--- config.mk ---
export PLATFORM = sky130hd
export DESIGN_NAME = msl_shelf_tbl
export DESIGN_NICKNAME = d
export VERILOG_FILES = /design/src/rtl/msl_pkg.sv /design/src/rtl/msl_shelf_tbl.sv
export SDC_FILE = /design/constraint.sdc
export NUM_CORES = 2
export LEC_CHECK = 0
export ABC_AREA = 1
export BUFFER_PORTS_ARGS = -buffer_cell sky130_fd_sc_hd__buf_2
export CORE_AREA = 4 4 448 450
export CTS_BUF_LIST = sky130_fd_sc_hd__clkbuf_16
export DETAILED_ROUTE_END_ITERATION = 7
export DIE_AREA = 0 0 452 454
export HOLD_SLACK_MARGIN = 0.02
export RECOVER_POWER = 50
export SETUP_SLACK_MARGIN = 0.15
export SLEW_MARGIN = 5
export SYNTH_ARGS = -nofsm -noshare
export SYNTH_HDL_FRONTEND = slang
export SYNTH_SLANG_ARGS = --single-unit
--- constraint.sdc ---
create_clock -name clock -period 2.3 [get_ports clock]
set_input_delay 0.115 -clock clock [delete_from_list [all_inputs] [get_ports clock]]
set_output_delay 0.115 -clock clock [all_outputs]
set_load 0.05 [all_outputs]
--- src/rtl/msl_pkg.sv ---
package msl_pkg;

   localparam int MAX_BOOKS   = 1024;
   localparam int MAX_SHELVES = 64;
   localparam int BOOK_W      = 11;
   localparam int SHELF_W     = 7;
   localparam int CMD_W       = 3;
   localparam int STAT_W      = 2;
   localparam int LINK_AW     = $clog2(MAX_BOOKS);
   localparam int SHELF_AW    = $clog2(MAX_SHELVES);

   typedef enum logic [CMD_W-1:0] {
      CMD_INIT      = 3'd0,
      CMD_HEAD_BACK = 3'd1,
      CMD_TAIL_FRONT = 3'd2,
      CMD_SPLICE_BEF = 3'd3,
      CMD_SPLICE_AFT = 3'd4,
      CMD_QUERY_LIST = 3'd5,
      CMD_QUERY_NEXT = 3'd6,
      CMD_BAD       = 3'd7
   } cmd_type;

   typedef enum logic [STAT_W-1:0] {
      STAT_DONE  = 2'd0,
      STAT_EMPTY = 2'd1,
      STAT_SAME  = 2'd2,
      STAT_RANGE = 2'd3
   } stat_type;

   typedef struct packed {
      logic [BOOK_W-1:0] first;
      logic [BOOK_W-1:0] last;
      logic [BOOK_W-1:0] size;
   } shelf_ent_type;

   typedef struct packed {
      logic               clear_all;
      logic               wr_en;
      logic [SHELF_AW-1:0] wr_addr;
      shelf_ent_type      wr_data;
      logic [SHELF_AW-1:0] rd_addr;
   } shelf_ctl_type;

   typedef struct packed {
      logic               en;
      logic [LINK_AW-1:0] addr;
      logic [BOOK_W-1:0]  data;
   } link_wr_type;

endpackage

--- src/rtl/msl_shelf_tbl.sv ---
module msl_shelf_tbl
   import msl_pkg::*;
(
   input  logic          clock,
   input  logic          reset,
   input  shelf_ctl_type ctl,
   output shelf_ent_type rd_data
);

   shelf_ent_type mem [MAX_SHELVES];
   logic [MAX_SHELVES-1:0] vld_ff, vld_in;
   shelf_ent_type q_ff;
   logic vq_ff;

   always_comb begin
      vld_in = vld_ff;
      if (ctl.clear_all) begin
         vld_in = '0;
      end
      if (ctl.wr_en) begin
         vld_in[ctl.wr_addr] = 1'b1;
      end
   end

   always_ff @(posedge clock) begin
      if (reset) begin
         vld_ff <= '0;
         vq_ff  <= 1'b0;
      end else begin
         vld_ff <= vld_in;
         vq_ff  <= vld_ff[ctl.rd_addr];
      end
   end

   always_ff @(posedge clock) begin
      if (ctl.wr_en) begin
         mem[ctl.wr_addr] <= ctl.wr_data;
      end
      q_ff <= mem[ctl.rd_addr];
   end

   assign rd_data = vq_ff ? q_ff : '0;

endmodule

==> flow_metrics.env <==
export IMPL_outcome="complete, but fails checks"
export IMPL_violations="capacitance limit, slew limit"
export IMPL_synth_area_um2=88100
export IMPL_syn_nets=7443
export IMPL_finalCritPeriodShare_pct=93.0
export IMPL_skew_ns=0.0356
export IMPL_final_core_util_pct=51.5
export IMPL_overflow=0
export IMPL_slew_headroom_pct=-42.2
export IMPL_synth_seq_area_share_pct=74.2
export IMPL_grt_first_pass_wirelength_um=385000
export IMPL_clockRootBuffer="clkbuf_16"
export IMPL_fmax_mhz=468
export IMPL_drive_gt1_share_pct=9.15
export IMPL_async_flop_share_pct=0
export IMPL_wirelength_um=265000
export IMPL_clk_latency_ns=0.86
export IMPL_drt_iter0_drc=7485
export IMPL_pwr_density_cell_nw_per_um2=827
export IMPL_maxCapViolCount=28
export IMPL_core_area_um2=197000
export IMPL_cp_start_kind="input pin"
export IMPL_grt_max_degree=121
export IMPL_finalSetupViolCount=0
export IMPL_ff2ff_path_depth=7
export IMPL_start_util_pct=44.8
export IMPL_vias=59300
export IMPL_io_pins=82
export IMPL_syn_area_per_cell_um2=11.9
export IMPL_crit_type="input pin to register"
export IMPL_yosysTopAreaCell="edfxtp_1"
export IMPL_synth_seq_cells=2210
export IMPL_rows=163
export IMPL_drt_antenna_violating_nets=0
export IMPL_setup_ws_ns=0.161
export IMPL_clk_path_buf_depth=3
export IMPL_grt_antenna_before_repair=14
export IMPL_vdd_drop_max_v=0.000674
export IMPL_dp_slack_ns=-0.184
export IMPL_post_drt_wl_per_cell_um=25.5
export IMPL_hold_violations=0
export IMPL_cts_inserted_buffers=217
export IMPL_tightest_slew_ns=2.13
export IMPL_cp_required_ns=2.75
export IMPL_gp_congestion=0.818
export IMPL_place_hpwl_um=143000
export IMPL_drc=0
export IMPL_grt_pass1_vias=55800
export IMPL_tritoncts="built"
export IMPL_cts_max_level=4
export IMPL_dieHeight_um=454
export IMPL_rsz0062_at_grt="false"
export IMPL_fill_cells=16700
export IMPL_yosysMostFrequentCell="nand2_1"
export IMPL_clock_sinks=2210
export IMPL_via_per_inst=5.70
export IMPL_synth_edf_count=2112
export IMPL_nets=7616
export IMPL_p_leak_nw=36.0
export IMPL_synth_common_cells="nand2_1, edfxtp_1, nand3_1"
export IMPL_grt_total_usage_pct=25.5
export IMPL_synthCells=7394
export IMPL_synth_area_leaders="edfxtp_1, nand3_1, nand2_1"
export IMPL_area_growth_pct=14.9
export IMPL_numPortBuffers=81
export IMPL_drv_slew=1077
export IMPL_design_die_area_um2=205000
export IMPL_synthFlopType="edfxtp_1"
export IMPL_crit_arrival_ns=2.59
export IMPL_holdPathStages=5
export IMPL_yosysUniqueCellTypes=21
export IMPL_clk_pin_slew_ns=0.06
export IMPL_yosys_warnings=0
export IMPL_crit_fanout=14
export IMPL_synth_top_area_share_pct=72.0
export IMPL_die_x_um=452
export IMPL_fin_crit_ns=2.14
export IMPL_cp_end_kind="register"
export IMPL_drtPass1Iterations=6
export IMPL_hold_path_class="input pin to register"
[cell usage in the layout (no fill, tap or decap)]
cell           count
a21oi_1           67
and2_1            24
buf_12           153
buf_2             51
buf_4            124
buf_6              2
buf_8              3
bufinv_16          8
clkbuf_1          38
clkbuf_16        223
clkbuf_2          36
clkinv_1          63
clkinv_16          4
clkinv_2          34
clkinv_4           2
clkinv_8           1
clkinvlp_4         4
dfxtp_1           97
dfxtp_4            1
diode_2           11
dlygate4sd3_1     38
edfxtp_1        2112
inv_1            132
inv_16             2
inv_6              6
inv_8              2
nand2_1         2322
nand3_1         2047
nor2_1            89
nor2_4            54
nor3_1            14
o21ai_0            1
o21ai_1            3
o22ai_1            1
[kinds of logic after synthesis]
group | Yosys count | synth area share, %
AOI/OAI and AO/OA | 72 | 0.410
DFF | 2210 | 74.2
and+or+nand+nor | 4550 | 22.4
buffers and inverters | 562 | 3.02
[per-layer routing]
layer	part of all wire, %	track usage (%)	vias up
met4	4.1	10.1	0
met5	0	0	-
met3	8.4	4.07	495
li1	-	-	26500
met1	41	35.2	29500
met2	47	40.6	2827
[cell type report]
class,count,area (um2),share of cell area (%)
timing repair buffer,445,5020,4.96
multi-input combinational,4622,20500,20.2
antenna,11,27.5,0.0272
clock inverter,187,1130,1.11
tap,2640,3300,3.26
sequential,2210,65400,64.6
inverter,71,314,0.310
clock buffer,223,5580,5.51
[metrics by stage]
stage	power (mW)	hold WS (ns)	instances	setup TNS (ns)	instance area (um2)
after floorplan	48.2	0.214	7394	-110.13	88200
final	83.7	0.103	10400	0	101000
after detailed placement	51.1	0.479	9949	-0.468	94600
after CTS	84.1	0.0408	10400	0	102000
after global placement	51.0	0.469	9949	-0.450	94600
after global routing	86.2	0.0990	10400	0	101000
[worst paths after layout]
check / start / endpoint / slack (ns)
setup reg to reg: mem[31][7] / q_ff[7] / 0.51
setup / recovery: ctl[41] / mem[21][13] / 0.16
hold reg to reg: vld_ff[51] / vld_ff[51] / 0.49
hold / removal: ctl[39] / mem[44][29] / 0.10
[power breakdown]
| part | total (mW) | switching (mW) | internal, mW | leakage (nW) |
|---|---|---|---|---|
| Combinational | 5.70 | 4.13 | 1.57 | 12.6 |
| Clock | 33.4 | 15.0 | 18.4 | 3.54 |
| Sequential | 44.6 | 0.169 | 44.4 | 19.8 |
[sequential cells by signal, summed over array words and instances (netlist names)]
register / cells
vld_ff: 64
vq_ff: 1
q_ff: 33
mem: 2112
[worst max-delay path: stages]
cell and delay (ns):
clkbuf_1 0.18, inv_1 0.12, nor3_1 0.18, inv_1 0.15, nor2_1 0.11, inv_1 0.25
nor2_1 0.36, clkbuf_1 1.10
[what timing repair did]
item / in CTS / in global routing
endpoints found under the setup margin: 21 / 0
buffers inserted: 1 / 0
resized for setup: 2 / 0
hold buffers: 38 / 0
hold endpoints to repair: 1769 / 0
No activity file was read; power rests on OpenSTA's default activity.
